--- src/rtl/clnw_pkg.sv ---
// Shared types and constants of the character LCD nibble writer.
`default_nettype none
package clnw_pkg;

  localparam int QUEUE_DEPTH = 2;

  // request kinds
  localparam logic REQ_INIT = 1'b0;
  localparam logic REQ_TEXT = 1'b1;

  // configuration register indexes
  localparam logic [1:0] CFG_LINE_LENGTH   = 2'd0;
  localparam logic [1:0] CFG_WRAP_COMMAND  = 2'd1;
  localparam logic [1:0] CFG_BYTE_WAIT     = 2'd2;
  localparam logic [1:0] CFG_CLEAR_WAIT    = 2'd3;

  localparam logic [5:0]  LINE_LENGTH_RST  = 6'd16;
  localparam logic [7:0]  WRAP_COMMAND_RST = 8'hA8;
  localparam logic [7:0]  BYTE_WAIT_RST    = 8'd40;
  localparam logic [11:0] CLEAR_WAIT_RST   = 12'd1640;

  localparam logic [7:0] CMD_FUNCTION_SET = 8'h28;
  localparam logic [7:0] CMD_ENTRY_MODE   = 8'h06;
  localparam logic [7:0] CMD_DISPLAY_ON   = 8'h0C;
  localparam logic [7:0] CMD_CLEAR        = 8'h01;

  localparam logic [5:0]  POS_MAX  = 6'd63;
  localparam logic [11:0] WAIT_MAX = 12'hFFF;

  typedef struct packed {
    logic [5:0]  line_length;
    logic [7:0]  wrap_command;
    logic [7:0]  byte_wait_us;
    logic [11:0] clear_wait_us;
  } cfg_t;

  // one classified request: init sequence, or a character with optional wrap
  typedef struct packed {
    logic       init;
    logic [7:0] char_code;
    logic       wrap;
  } job_t;

endpackage
`default_nettype wire

--- src/rtl/clnw_req_if.sv ---
// Request channel: one init or text character request.
`default_nettype none
interface clnw_req_if;
  logic       valid;
  logic       ready;
  logic       req_type;
  logic [7:0] char_code;
  logic       text_end;

  modport source (output valid, output req_type, output char_code, output text_end,
                  input ready);
  modport sink (input valid, input req_type, input char_code, input text_end,
                output ready);
endinterface
`default_nettype wire

--- src/rtl/clnw_pin_if.sv ---
// Pin phase channel: one LCD bus phase per transfer.
`default_nettype none
interface clnw_pin_if;
  logic        valid;
  logic        ready;
  logic        reg_select;
  logic        enable_line;
  logic [3:0]  data_nibble;
  logic [11:0] wait_us;
  logic        run_last;

  modport source (output valid, output reg_select, output enable_line,
                  output data_nibble, output wait_us, output run_last, input ready);
  modport sink (input valid, input reg_select, input enable_line,
                input data_nibble, input wait_us, input run_last, output ready);
endinterface
`default_nettype wire

--- src/rtl/clnw_cfg_if.sv ---
// Configuration write channel.
`default_nettype none
interface clnw_cfg_if;
  logic        valid;
  logic        ready;
  logic [1:0]  index;
  logic [11:0] data;

  modport source (output valid, output index, output data, input ready);
  modport sink (input valid, input index, input data, output ready);
endinterface
`default_nettype wire

--- src/rtl/char_lcd_nibble_writer_core.sv ---
// Top level of the character LCD nibble writer: config registers and wiring.
//
//  channel  role    carries
//  req      sink    req_type, char_code, text_end
//  pins     source  reg_select, enable_line, data_nibble, wait_us, run_last
//  cfg      sink    index, data (always ready)
//
// One bus phase leaves per cycle while pins is ready; the back-end phase sequencer
// sets four phases per character, eight with the wrap command, sixteen per init.
// Requests queue ahead while the sequencer runs; the front stalls only when full.
// A stalled pins channel holds the sequencer; rst is synchronous and clears
// the queue, the line position and the config registers to their defaults.
`default_nettype none
module char_lcd_nibble_writer_core
  import clnw_pkg::*;
#(
  parameter int QueueDepth = QUEUE_DEPTH
) (
  input wire logic   clk,
  input wire logic   rst,
  clnw_req_if.sink   req,
  clnw_pin_if.source pins,
  clnw_cfg_if.sink   cfg
);

  cfg_t cfg_regs;
  logic push;
  job_t push_job;
  logic q_full;
  logic pop;
  job_t pop_job;
  logic q_not_empty;
  logic busy;

  assign cfg.ready = 1'b1;

  always_ff @(posedge clk) begin
    if (rst) begin
      cfg_regs.line_length   <= LINE_LENGTH_RST;
      cfg_regs.wrap_command  <= WRAP_COMMAND_RST;
      cfg_regs.byte_wait_us  <= BYTE_WAIT_RST;
      cfg_regs.clear_wait_us <= CLEAR_WAIT_RST;
    end else if (cfg.valid) begin
      unique case (cfg.index)
        CFG_LINE_LENGTH:  cfg_regs.line_length   <= cfg.data[5:0];
        CFG_WRAP_COMMAND: cfg_regs.wrap_command  <= cfg.data[7:0];
        CFG_BYTE_WAIT:    cfg_regs.byte_wait_us  <= cfg.data[7:0];
        CFG_CLEAR_WAIT:   cfg_regs.clear_wait_us <= cfg.data;
        default: ;
      endcase
    end
  end

  clnw_front u_front (
    .clk         (clk),
    .rst         (rst),
    .req         (req),
    .line_length (cfg_regs.line_length),
    .q_full      (q_full),
    .push        (push),
    .push_job    (push_job)
  );

  clnw_queue #(.Depth(QueueDepth)) u_queue (
    .clk       (clk),
    .rst       (rst),
    .push      (push),
    .push_job  (push_job),
    .full      (q_full),
    .pop       (pop),
    .pop_job   (pop_job),
    .not_empty (q_not_empty)
  );

  clnw_back u_back (
    .clk         (clk),
    .rst         (rst),
    .cfg         (cfg_regs),
    .q_not_empty (q_not_empty),
    .q_job       (pop_job),
    .pop         (pop),
    .busy        (busy),
    .pins        (pins)
  );

  // a queued request never waits on an idle sequencer
  a_no_idle_wait: assert property (@(posedge clk) disable iff (rst)
    (q_not_empty && !busy) |=> busy)
    else $error("sequencer idle with queued request");

  // only the settle phase (enable low) may carry a wait
  a_wait_on_low: assert property (@(posedge clk) disable iff (rst)
    (pins.valid && pins.enable_line) |-> (pins.wait_us == '0))
    else $error("wait on enable-high phase");

  // the last phase of a request is always an enable-low phase
  a_last_low: assert property (@(posedge clk) disable iff (rst)
    (pins.valid && pins.run_last) |-> !pins.enable_line)
    else $error("run_last on enable-high phase");

endmodule
`default_nettype wire

--- src/rtl/clnw_front.sv ---
// Front end: accepts requests, tracks line position, decides on the wrap command.
`default_nettype none
module clnw_front
  import clnw_pkg::*;
(
  input  wire logic       clk,
  input  wire logic       rst,
  clnw_req_if.sink        req,
  input  wire logic [5:0] line_length,
  input  wire logic       q_full,
  output logic            push,
  output job_t            push_job
);

  logic [5:0] line_position;
  logic [5:0] line_position_next;
  logic       wrap_sent;
  logic       wrap_sent_next;
  logic [5:0] pos_inc;
  logic       do_wrap;

  assign req.ready = !q_full;
  assign push      = req.valid && !q_full;

  always_comb begin
    pos_inc = (line_position < POS_MAX) ? line_position + 6'd1 : line_position;
    do_wrap = !wrap_sent && ((pos_inc >= line_length) || req.text_end);

    push_job.init      = (req.req_type == REQ_INIT);
    push_job.char_code = req.char_code;
    push_job.wrap      = (req.req_type == REQ_TEXT) && do_wrap;

    line_position_next = line_position;
    wrap_sent_next     = wrap_sent;
    if (push) begin
      if (req.req_type == REQ_INIT || req.text_end) begin
        line_position_next = '0;
        wrap_sent_next     = 1'b0;
      end else begin
        line_position_next = pos_inc;
        wrap_sent_next     = wrap_sent || do_wrap;
      end
    end
  end

  always_ff @(posedge clk) begin
    if (rst) begin
      line_position <= '0;
      wrap_sent     <= 1'b0;
    end else begin
      line_position <= line_position_next;
      wrap_sent     <= wrap_sent_next;
    end
  end

endmodule
`default_nettype wire

--- src/rtl/clnw_queue.sv ---
// Short FIFO of classified requests between front and back end.
`default_nettype none
module clnw_queue
  import clnw_pkg::*;
#(
  parameter int Depth = QUEUE_DEPTH
) (
  input  wire logic clk,
  input  wire logic rst,
  input  wire logic push,
  input  wire job_t push_job,
  output logic      full,
  input  wire logic pop,
  output job_t      pop_job,
  output logic      not_empty
);

  localparam int PTR_W = (Depth > 1) ? $clog2(Depth) : 1;
  localparam int CNT_W = $clog2(Depth + 1);
  localparam logic [PTR_W-1:0] LAST_PTR = PTR_W'(Depth - 1);

  job_t             store [Depth];
  logic [PTR_W-1:0] wr_ptr;
  logic [PTR_W-1:0] rd_ptr;
  logic [CNT_W-1:0] count;

  assign full      = (count == CNT_W'(Depth));
  assign not_empty = (count != '0);
  assign pop_job   = store[rd_ptr];

  always_ff @(posedge clk) begin
    if (push) store[wr_ptr] <= push_job;
  end

  always_ff @(posedge clk) begin
    if (rst) begin
      wr_ptr <= '0;
      rd_ptr <= '0;
      count  <= '0;
    end else begin
      if (push) wr_ptr <= (wr_ptr == LAST_PTR) ? '0 : wr_ptr + PTR_W'(1);
      if (pop)  rd_ptr <= (rd_ptr == LAST_PTR) ? '0 : rd_ptr + PTR_W'(1);
      if (push && !pop)      count <= count + CNT_W'(1);
      else if (pop && !push) count <= count - CNT_W'(1);
    end
  end

endmodule
`default_nettype wire

--- src/rtl/clnw_back.sv ---
// Back end: phase sequencer, four bus phases per byte, with output register.
`default_nettype none
module clnw_back
  import clnw_pkg::*;
(
  input  wire logic clk,
  input  wire logic rst,
  input  wire cfg_t cfg,
  input  wire logic q_not_empty,
  input  wire job_t q_job,
  output logic      pop,
  output logic      busy,
  clnw_pin_if.source pins
);

  job_t       job;
  logic       active;
  logic [1:0] byte_idx;
  logic [1:0] phase;

  logic        advance;
  logic        last_byte;
  logic        last_phase;
  logic [7:0]  cur_byte;
  logic        cur_rs;
  logic [12:0] clear_sum;
  logic [11:0] clear_wait;
  logic [11:0] cur_wait;

  assign busy = active;

  always_comb begin
    advance    = active && (!pins.valid || pins.ready);
    last_byte  = job.init ? (byte_idx == 2'd3) : (job.wrap ? (byte_idx == 2'd1)
                                                           : (byte_idx == 2'd0));
    last_phase = last_byte && (phase == 2'd3);
    pop        = q_not_empty && (!active || (advance && last_phase));

    clear_sum  = {5'b0, cfg.byte_wait_us} + {1'b0, cfg.clear_wait_us};
    clear_wait = clear_sum[12] ? WAIT_MAX : clear_sum[11:0];

    cur_rs = 1'b0;
    if (job.init) begin
      unique case (byte_idx)
        2'd0:    cur_byte = CMD_FUNCTION_SET;
        2'd1:    cur_byte = CMD_ENTRY_MODE;
        2'd2:    cur_byte = CMD_DISPLAY_ON;
        default: cur_byte = CMD_CLEAR;
      endcase
    end else if (byte_idx == 2'd0) begin
      cur_byte = job.char_code;
      cur_rs   = 1'b1;
    end else begin
      cur_byte = cfg.wrap_command;
    end

    if (phase != 2'd3)                       cur_wait = '0;
    else if (job.init && byte_idx == 2'd3)   cur_wait = clear_wait;
    else                                     cur_wait = {4'b0, cfg.byte_wait_us};
  end

  always_ff @(posedge clk) begin
    if (rst) begin
      active     <= 1'b0;
      pins.valid <= 1'b0;
    end else begin
      if (advance)         pins.valid <= 1'b1;
      else if (pins.ready) pins.valid <= 1'b0;

      if (pop) begin
        active <= 1'b1;
      end else if (advance && last_phase) begin
        active <= 1'b0;
      end
    end
  end

  always_ff @(posedge clk) begin
    if (pop) begin
      job      <= q_job;
      byte_idx <= '0;
      phase    <= '0;
    end else if (advance) begin
      phase <= phase + 2'd1;
      if (phase == 2'd3) byte_idx <= byte_idx + 2'd1;
    end
    if (advance) begin
      pins.reg_select  <= cur_rs;
      pins.enable_line <= !phase[0];
      pins.data_nibble <= phase[1] ? cur_byte[3:0] : cur_byte[7:4];
      pins.wait_us     <= cur_wait;
      pins.run_last    <= last_phase;
    end
  end

endmodule
`default_nettype wire
--- src/flat_wrapper.sv ---
// flat-port wrapper written by rule: the top's interface ports become plain ports
module char_lcd_nibble_writer_core_flat import clnw_pkg::*;
#(
  parameter int QueueDepth = QUEUE_DEPTH
)
  (clk, rst, req_valid, req_req_type, req_char_code, req_text_end, req_ready, pins_valid, pins_reg_select, pins_enable_line, pins_data_nibble, pins_wait_us, pins_run_last, pins_ready, cfg_valid, cfg_index, cfg_data, cfg_ready);
  clnw_req_if req_i ();
  clnw_pin_if pins_i ();
  clnw_cfg_if cfg_i ();
  input wire logic clk;
  input wire logic rst;
  input wire logic [$bits(req_i.valid)-1:0] req_valid;
  input wire logic [$bits(req_i.req_type)-1:0] req_req_type;
  input wire logic [$bits(req_i.char_code)-1:0] req_char_code;
  input wire logic [$bits(req_i.text_end)-1:0] req_text_end;
  output wire logic [$bits(req_i.ready)-1:0] req_ready;
  output wire logic [$bits(pins_i.valid)-1:0] pins_valid;
  output wire logic [$bits(pins_i.reg_select)-1:0] pins_reg_select;
  output wire logic [$bits(pins_i.enable_line)-1:0] pins_enable_line;
  output wire logic [$bits(pins_i.data_nibble)-1:0] pins_data_nibble;
  output wire logic [$bits(pins_i.wait_us)-1:0] pins_wait_us;
  output wire logic [$bits(pins_i.run_last)-1:0] pins_run_last;
  input wire logic [$bits(pins_i.ready)-1:0] pins_ready;
  input wire logic [$bits(cfg_i.valid)-1:0] cfg_valid;
  input wire logic [$bits(cfg_i.index)-1:0] cfg_index;
  input wire logic [$bits(cfg_i.data)-1:0] cfg_data;
  output wire logic [$bits(cfg_i.ready)-1:0] cfg_ready;
  assign req_i.valid = req_valid;
  assign req_i.req_type = req_req_type;
  assign req_i.char_code = req_char_code;
  assign req_i.text_end = req_text_end;
  assign req_ready = req_i.ready;
  assign pins_valid = pins_i.valid;
  assign pins_reg_select = pins_i.reg_select;
  assign pins_enable_line = pins_i.enable_line;
  assign pins_data_nibble = pins_i.data_nibble;
  assign pins_wait_us = pins_i.wait_us;
  assign pins_run_last = pins_i.run_last;
  assign pins_i.ready = pins_ready;
  assign cfg_i.valid = cfg_valid;
  assign cfg_i.index = cfg_index;
  assign cfg_i.data = cfg_data;
  assign cfg_ready = cfg_i.ready;
  char_lcd_nibble_writer_core #(.QueueDepth(QueueDepth)) u_core (.clk(clk), .rst(rst), .req(req_i), .pins(pins_i), .cfg(cfg_i));
endmodule
--- config.mk ---
export PLATFORM = sky130hd
export DESIGN_NAME = char_lcd_nibble_writer_core_flat
export DESIGN_NICKNAME = d
export VERILOG_FILES = /design/src/rtl/clnw_pkg.sv /design/src/rtl/clnw_req_if.sv /design/src/rtl/clnw_pin_if.sv /design/src/rtl/clnw_cfg_if.sv /design/src/rtl/char_lcd_nibble_writer_core.sv /design/src/rtl/clnw_front.sv /design/src/rtl/clnw_queue.sv /design/src/rtl/clnw_back.sv /design/src/flat_wrapper.sv
export SDC_FILE = /design/constraint.sdc
export NUM_CORES = 1
export LEC_CHECK = 0
export BUFFER_PORTS_ARGS = -buffer_cell sky130_fd_sc_hd__buf_4
export CAP_MARGIN = 20
export CORE_ASPECT_RATIO = 1.75
export CORE_MARGIN = 5
export CORE_UTILIZATION = 53
export CTS_CLUSTER_SIZE = 20
export DETAILED_ROUTE_END_ITERATION = 8
export GPL_TIMING_DRIVEN = 0
export HOLD_SLACK_MARGIN = 0.03
export PLACE_DENSITY = 0.76
export SLEW_MARGIN = 20
export SYNTH_ARGS = -nofsm -noshare
export SYNTH_HDL_FRONTEND = slang
export SYNTH_HIERARCHICAL = 1
export SYNTH_SLANG_ARGS = --single-unit
--- constraint.sdc ---
create_clock -name clk -period 2.59 [get_ports clk]
set_input_delay 0.259 -clock clk [delete_from_list [all_inputs] [get_ports clk]]
set_output_delay 0.259 -clock clk [all_outputs]
set_load 0.01 [all_outputs]
==> results.md <==
* Outcome: complete, no violations
* Synth Instances at between 400 and 500
* FF-to-FF End: u_core/u_queue/count[1]
* Num ports at 51
* Post-CTS setup buffer count at 0
* Worst-case reg-to-reg path depth at 10
* CTS root buf: clkbuf_16
* Final setup fails at 0
* Post-synthesis sequential area ratio at 0.4924
* Worst r2r src: u_core/u_back/byte_idx[1]
* Fillers at 755
* Dominant cell type by area after synthesis: edfxtp_1
* Drt drc at 0
* Sequential share of power at 0.480
* Slew margin rel. at 0.4152
* Post-synth cell types at 65
* Drt pass-1 iters at 5
* Initial antenna violation count at 0
* Clock Power Share at 0.293
* Logic gate share of total power at 0.227
* Core Area at 0.009468 mm^2
* Critical Path AT at between 2 and 3 ns
* CTS resizes at 2
* Drt via density at approximately 5.4
* Critical Path RT at approximately 2.9 ns
* Syn Area/Cell at between 10 and 15 um^2
* Nets at ~560
* Asr flop ratio synth at 0
* Setup ws final at around 0.17 ns
* CP Class: reg2reg
* Leak Pwr at about 2.4 nW
* Synth-to-layout area growth at 14.79%
* Die X at 84.17 um
* Hold path depth at 1
* Most common cell after layout, fill and taps aside: buf_4
* Main synth FF type: dfxtp_1
* Syn Nets at around 500
* Sw power at 1.277 mW
* Final HPWL DP at around 7.4 mm
* Share of the synthesized area in the top cell type at 0.2884
* Hold Path End: u_core/u_queue/store[0][8]
* Max rail drop VDD at approximately 0.00065 V
* Worst-path clk slew at roughly 0.070 ns
* Max-cap violation count at 0
* Crit start category: register
* Net Sw Frac at 0.2864
* Multi-input combinational cell area at approximately 0.0024 mm^2
* Tmin final at 2.416 ns
* Hold_ws at between 0.09 and 0.1 ns
* Grt ovf at 0
* Slew @ Worst Pin at just under 0.9 ns
* Warnings, synthesis at 6
* H-Tree Depth at 3
* Gpl congestion at approximately 0.85
* Total die area at 0.01177 mm^2
* Initial Utilization at 0.5389
* Clock latency on the worst-skew pair at between 0.3 and 0.4 ns
* Register area at around 0.0025 mm^2
* Synth top area cells: edfxtp_1 (29%), dfxtp_1 (20%), mux2i_1 (8.2%)
* P_int at 3.182 mW
* Global-route wire length before repair at ~16 mm
* CTS tree: done
* Clock skew at between 0.004 and 0.005 ns
* Ratio of cells with drive above 1 in the final layout at 0.2315
* Worst hold start: req_char_code[7]
* Die height at around 140 um
* Worst min path class: in2reg
* Port Buf Inserts at 39
* Via count of the routed design at around 3400
* Final hold vios at 0
* Post-route clock period utilization at 0.9330
* Routed WL at between 9 and 10 mm
* Wirelength per Cell at 15.15 um
* Most frequent cells in the layout: buf_4 (50), dfxtp_1 (49), edfxtp_1 (49)
* Worst R2R Setup Slack at 0.17 ns
* Setup crit end kind: register
* Synth Register Bits at between 100 and 150
* Number of synthesized flops with an enable pin at 49
* Overall routing resource usage at 0.1727
* Clk sinks at 101
* DRT iter0 DRCs at 117
* Post-Place Setup Slack at -0.3935 ns
* Hold buffers post-CTS at 0
* Worst-case clock buffer depth at 2
* Post-Syn Area at approximately 0.005 mm^2
* Crit path max fanout at 16
* Largest net degree at the start of global routing at 21
* Antenna-violating nets left at 0
* Number of global-route vias before repair at approximately 3500
* Max Fclk at just over 400 MHz
* TritonCTS Buffers at 9
* Rows at 47
* Inserted Diodes at 0
* Unrepaired setup endpoints after global routing: false
* PD cells at about 760 mW/mm^2
* Max Slew Vio Count at 0
==> power groups by stage <==
stage | clock network, mW | logic [mW] | registers, mW
after floorplan | 0 | 0.663 | 2.19
after global placement | 0 | 0.978 | 2.17
after detailed placement | 0 | 1.02 | 2.18
after CTS | 1.34 | 1.02 | 2.14
after global routing | 1.41 | 1.13 | 2.17
final | 1.31 | 1.01 | 2.14
==> synthesized netlist by cell type, types with 11 or more instances <==
| cell type | n |
|---|---|
| dfxtp_1 | 52 |
| edfxtp_1 | 49 |
| nor2_1 | 43 |
| mux2i_1 | 42 |
| nand2b_1 | 34 |
| ha_1 | 24 |
| nand2_1 | 22 |
| o21ai_0 | 20 |
| inv_1 | 17 |
| a21oi_1 | 16 |
| mux2_2 | 15 |
| buf_4 | 11 |
==> worst max-delay path by stage <==
stage                                    startpoint                      end  slack (ns)
final                     u_core/u_back/byte_idx[1]  u_core/u_queue/count[1]        0.17
after global routing      u_core/u_back/byte_idx[1]  u_core/u_queue/count[1]        0.01
after CTS                 u_core/u_back/byte_idx[0]  u_core/u_queue/count[1]        0.02
after detailed placement  u_core/u_back/byte_idx[0]  u_core/u_queue/count[1]       -0.39
after global placement    u_core/u_back/byte_idx[0]  u_core/u_queue/count[1]       -0.30
after floorplan           u_core/u_back/byte_idx[0]  u_core/u_queue/count[1]        0.07
==> metrics by stage <==
stage / total power, mW / instance area [um^2] / util / cells / setup TNS [ns]
global route: 4.707 / 5857 / 0.6186 / 636 / 0
floorplan: 2.852 / 5102 / - / 460 / 0
global placement: 3.144 / 5548 / 0.5860 / 621 / -0.3657
finish: 4.459 / 5857 / 0.6186 / 636 / 0
detailed placement: 3.194 / 5548 / 0.5860 / 621 / -0.5758
CTS: 4.502 / 5842 / 0.6170 / 636 / 0
==> layer usage <==
| metal | global-route usage | up-vias | routed length, um |
|---|---|---|---|
| li1 | - | 1725 | - |
| met2 | 0.3260 | 56 | 5359 |
| met5 | 0 | - | 0 |
| met1 | 0.1813 | 1617 | 3774 |
| met4 | 0.07627 | 0 | 219 |
| met3 | 0.03253 | 15 | 284 |
==> cells by family (layout without fill, tap and decap cells) <==
| group | count (synthesis) | in the layout | share of synthesized area |
|---|---|---|---|
| AO/OA/AOI/OAI | 73 | 73 | 0.09662 |
| flip-flops | 101 | 101 | 0.4924 |
| multiplexers | 59 | 59 | 0.1229 |
| XOR/XNOR | 12 | 12 | 0.02060 |
| AND/OR/NAND/NOR | 142 | 142 | 0.1547 |
| other | 1 | 1 | 0.0007349 |
| adder cells (fa/ha/maj) | 25 | 25 | 0.06278 |
| buffers and inverters | 47 | 101 | 0.04929 |
==> sequential cells by signal, summed over array words and instances (netlist names), 2 cells and up, named ones only <==
| signal | cells |
|---|---|
| u_core/u_front/line_position | 6 |
| u_core/cfg_regs | 34 |
| u_core/u_queue/store | 20 |
| u_core/u_back/job | 10 |
| u_core/u_back/phase | 2 |
| u_core/u_queue/count | 2 |
| u_core/u_back/pins.wait_us | 12 |
| u_core/u_back/pins.data_nibble | 4 |
| u_core/u_back/byte_idx | 2 |
==> critical path, stage by stage (launching register included) <==
cell	delay, ns
dfxtp_1	0.36
inv_1	0.15
ha_1	0.18
mux2i_1	0.06
o21ai_0	0.23
a31o_2	0.20
and2_4	0.27
inv_1	0.08
ha_1	0.32
or3_1	0.36
a21oi_1	0.14
==> final cells by class <==
type                            instances  area share
Buffer                                 29     0.03140
Clock buffer                            9     0.03845
Clock inverter                          7     0.01175
Inverter                               17     0.01090
Multi-Input combinational cell        312      0.4018
Sequential cell                       101      0.4296
Tap cell                              122     0.02606
Timing Repair Buffer                   39     0.04999
No activity file was read; power rests on OpenSTA's default activity.
